### config.mk
export PLATFORM = sky130hd
export DESIGN_NAME = aws_sqrt_stage
export DESIGN_NICKNAME = d
export VERILOG_FILES = /design/src/rtl/aws_sqrt_stage.sv
export SDC_FILE = /design/constraint.sdc
export NUM_CORES = 1
export LEC_CHECK = 0
export BUFFER_PORTS_ARGS = -buffer_cell sky130_fd_sc_hd__buf_2
export CAP_MARGIN = 25
export CORE_UTILIZATION = 43
export DETAILED_ROUTE_END_ITERATION = 10
export GPL_TIMING_DRIVEN = 0
export MAX_ROUTING_LAYER = met4
export PLACE_DENSITY = 0.87
export SLEW_MARGIN = 25
export SYNTH_ARGS = -nofsm -noshare
export SYNTH_HDL_FRONTEND = slang
export SYNTH_SLANG_ARGS = --single-unit
### constraint.sdc
create_clock -name vclk -period 4.6
set_clock_uncertainty 0.05 [all_clocks]
set_input_delay 0.92 -clock vclk [all_inputs]
set_output_delay 0.92 -clock vclk [all_outputs]
set_load 0.01 [all_outputs]
### src/rtl/aws_sqrt_stage.sv
`timescale 1ns / 1ps
`default_nettype none
// ----------------------------------------------------------------------------
// Square root pipeline stage
// Resolves one result bit of a restoring integer square root per stage.
// ----------------------------------------------------------------------------
module aws_sqrt_stage #(
  parameter int unsigned RW = 38,
  parameter int unsigned BitPos = 0
) (
  input  wire logic [2*RW-1:0] rem_i,
  input  wire logic [RW-1:0]   root_i,
  output logic [2*RW-1:0]      rem_o,
  output logic [RW-1:0]        root_o
);
  logic [2*RW-1:0] trial;
  // One result bit per instance; the pipeline registers live outside.
  always_comb begin
    trial = ({{RW{1'b0}}, root_i} << (BitPos + 1)) | ((2*RW)'(1) << (2 * BitPos));
    if (rem_i >= trial) begin
      rem_o  = rem_i - trial;
      root_o = root_i | (RW'(1) << BitPos);
    end else begin
      rem_o  = rem_i;
      root_o = root_i;
    end
  end
endmodule
`default_nettype wire

# Word-level counts from Yosys, hierarchy flattened
# Cells that the tools add are included.
# Widths: inputs -> output; s select.
# word_totals
reg_bits	0
in_bits	114
out_inout_bits	114
wordCells	4
# op_classes
addsub	1
magnitude_cmp	1
muxes	2
# op_table
operator	count
$ge 76x39->1	1
$mux 76	1
$sub 76x39->76	1
$mux 1	1

# Logic depth before layout (Yosys ltp)
# logic_depth
depth_word	2
mapped_depth	13
ltp_nobuf	12

# Worst setup path after synthesis
# OpenSTA, ideal clock, no wires.
# synth_timing
path_type	input port to output port
startpoint	input root_i[0]
endpoint	output rem_o[46]
arrival_ns	3.735
required_ns	3.630
path_slack_ns	-0.105
path_stages	11
path_buffers	0
path_cell_list	inv_1 -> fa_1 -> a211oi_1 -> o21ai_0 -> a211oi_1 -> a211oi_1 -> a211oi_1 -> o21ai_0 -> nor3_1 -> nor3b_1 -> xor2_1
# synth_between
elab_chain_cells	2
elab_cells_between_ends	3
cone_classes	add/sub (1); order compare (1); mux (1)
# synth_rtl
element	line	source
start: declaration	12	input wire logic [RW-1:0] root_i,
$sub 76x39->76 or $ge 76x39->1 (tied branches)	21, 20	
$mux 76 *	20	if (rem_i >= trial) begin
end: declaration	13	output logic [2*RW-1:0] rem_o,
# Every way passes the cells marked *; elsewhere a longest branch is shown, timed or not.

# Worst setup path after layout
# layout_timing
startpoint	input rem_i[50]
endpoint	output rem_o[69]
# layout_between
elab_chain_cells	2
elab_cells_between_ends	3
cone_classes	add/sub (1); order compare (1); mux (1)
# layout_rtl
element	line	source
start: declaration	11	input wire logic [2*RW-1:0] rem_i,
$sub 76x39->76 or $ge 76x39->1 (tied branches)	21, 20	
$mux 76 *	20	
# Marked as above.

==> impl_results.md <==
- Outcome: finished, violations left
- Failing checks: negative setup slack
- Cell Int Power: 388 uW
- # DRC: 0
- Max Fanout on Critical Path: 4
- CP cell instances: buf_8, or4_4, nor3_4, nand2b_4, or4_4, or2_4, or3_4, or4_4, a21oi_4, xor2_1, buf_2
- Slew @ Worst Pin: 0.605 ns
- Syn Std Cell Area: about 0.0040 sq mm
- Power per cell area: 126 mW/mm^2
- CP peak stage delay: about 0.55 ns
- Vias/cell: between 5 and 6
- Total track usage: 0.301
- Drt initial violations: 403
- Max-Cap Viols: 0
- Fmax: 209 MHz
- Final layout net count: 1064
- WP data required: ~3.6 ns
- # diodes: 0
- Synth Area per Inst: 6.26 sq um
- Final core occ: 0.731
- Cell type with the largest total area after synthesis: ha_1
- Core footprint: 0.00915 sq mm
- Routed wire per std cell: 17.1 um
- Min-delay src: root_i[19]
- Port buffer count: roughly 230
- Sequential area share after synthesis: 0
- Largest net degree at the start of global routing: 12
- Critical Path AT: about 3.8 ns
- Die H: 98.9 um
- Drt first pass iters: 5
- Min Clock Period, post-route: 4.78 ns
- CP Class: primary input to output port
- IO Pins: 228
- Setup ws final: -0.180 ns
- # clk buffers: 0
- Synth Net Count: between 700 and 800
- Post-Route WL: roughly 17 mm
- Initial antenna violation count: 0
- Area post-placement: roughly 0.0053 sq mm
- Top cells by area in the synthesized netlist: ha_1 12%, a21oi_1 8.3%, xnor2_1 7.8%
- Hold_ws: between 2 and 2.5 ns
- DPL Wire Length: 12.0 mm
- Routed Antenna Nets: 0
- Sw Share: 0.539
- Seq_cells: 0
- Clock share of power: 0
- Final Wtd Congestion: 0.961
- Netlist cell types: between 50 and 60
- RSZ-0062 raised after global routing: true
- Die width: ~99 um
- Slowest cell on crit path: or4_4
- Hold Crit Class: primary input to output port
- Placed Cells incl. Taps: 984
- LEAKAGE: 0.00307 uW
- Hold Buf Count CTS: 0
- Sequential power share: 0
- Most used cell, CP: or4_4
- Row cnt: 35
- Logic pwr share: 1.000
- Finished Cell Area: 0.00669 sq mm
- Finished Layout Cells: 1019
- Yosys warning total: 0
- Starting density of the core: 0.441
- Vias in the first global route: 5127
- P&R area growth vs syn: 65.6%
- Cells after Synth: 645
- Number of fill cells: 697
- Setup crit start kind: primary input
- Net Sw Power: 453 uW
- Critical Path Sink Type: output port
- Slew Limit Headroom: 0.593
- Final setup fails: 2
- Global-route wire length before repair: about 24 mm
- Routed via count: 6005
- Worst vdd ir: between 0.00007 and 0.00008 V
- Hold Path Depth: 3
- Max Transition Viols Final: 0
- Die area: 0.00979 sq mm
- Final period util: 1.04
- Layout cells sized above 1: 0.500
- Worst Hold End: root_o[19]
- FF/Latch Area: 0 sq um
- Grt ovf: 0
- Final hold violation count: 0
- Synth top area share: 0.121
- Final Power: 841 uW
==> per-stage QoR <==
stage                     setup slack (ns)  TNS [ns]
after floorplan                     0.0369         0
after global placement              -0.813    -34.78
after detailed placement            -0.810    -35.35
after CTS                           -0.230    -0.441
after global routing                -0.244     -1.24
final                               -0.180    -0.201
==> worst max-delay path: cells and delay by family <==
kind | cells | cell delay (ns)
simple gates | 7 | 2.30
buf+inv | 2 | 0.27
xor+xnor | 1 | 0.17
compound gates | 1 | 0.14
==> placed cells by master, fill, tap and decap left out, types with 19 or more instances in the layout <==
cell,synthesis,layout
buf_2,2,211
buf_4,37,84
nand2_1,62,58
a21oi_1,67,55
inv_1,53,48
nor2_1,49,45
o21ai_0,47,44
xor2_1,36,35
xnor2_1,36,34
nand4_1,21,21
buf_6,0,21
ha_4,0,19
==> kinds of logic (layout without fill, tap and decap cells) <==
family,after synthesis,in the layout,share of synthesized area
adder cells (fa/ha/maj),40,40,0.126
AO/OA/AOI/OAI,173,173,0.253
buffers and inverters,118,381,0.145
AND/OR/NAND/NOR,233,233,0.295
XOR/XNOR,72,72,0.156
multiplexers,9,9,0.0251
==> repair_timing <==
item	in CTS	in global routing
gates resized for setup	99	113
buffers inserted	30	25
endpoints found under the setup margin	72	55
pin swaps	29	43
==> layout make-up <==
type	instances	area [sq um]	area share
repair buffers	283	1730	0.259
inverters	53	206	0.0309
plain buffers	45	370	0.0554
well taps	111	139	0.0208
multi-input cells	527	4240	0.634
==> synth_stat cells, drive strengths merged, types with 16 or more instances <==
cell type / instances
nand4: 21
o21ai: 48
nand3: 16
inv: 53
a21oi: 67
clkbuf: 25
ha: 39
nor3: 25
nand2: 62
xor2: 36
nor2: 49
xnor2: 36
buf: 40
==> how the worst max path moves through the flow <==
| stage | start | endpoint | slack [ns] | cells past startpoint |
|---|---|---|---|---|
| after global routing | rem_i[50] | rem_o[69] | -0.24 | 11 |
| after detailed placement | root_i[26] | rem_o[60] | -0.81 | 15 |
| after global placement | root_i[26] | rem_o[21] | -0.81 | 14 |
| after floorplan | root_i[36] | rem_o[64] | 0.04 | 13 |
| final | rem_i[50] | rem_o[69] | -0.18 | 11 |
| after CTS | rem_i[49] | rem_o[69] | -0.23 | 11 |
==> power by group through the flow <==
stage | Sequential, uW | Combinational (uW) | Clock [uW]
3_3_place_gp | 0 | 671 | 0
5_1_grt | 0 | 902 | 0
2_1_floorplan | 0 | 432 | 0
4_1_cts | 0 | 727 | 0
6_report | 0 | 841 | 0
3_5_place_dp | 0 | 680 | 0
==> routing by layer <==
| metal | global-route usage | wire length, um | vias up |
|---|---|---|---|
| met5 | - | 0 | - |
| met4 | 0.0643 | 784 | 0 |
| met3 | 0.0199 | 1340 | 84 |
| met2 | 0.522 | 8390 | 385 |
| met1 | 0.384 | 6950 | 2749 |
| li1 | - | - | 2787 |
Power figures use the tool's default switching activity.
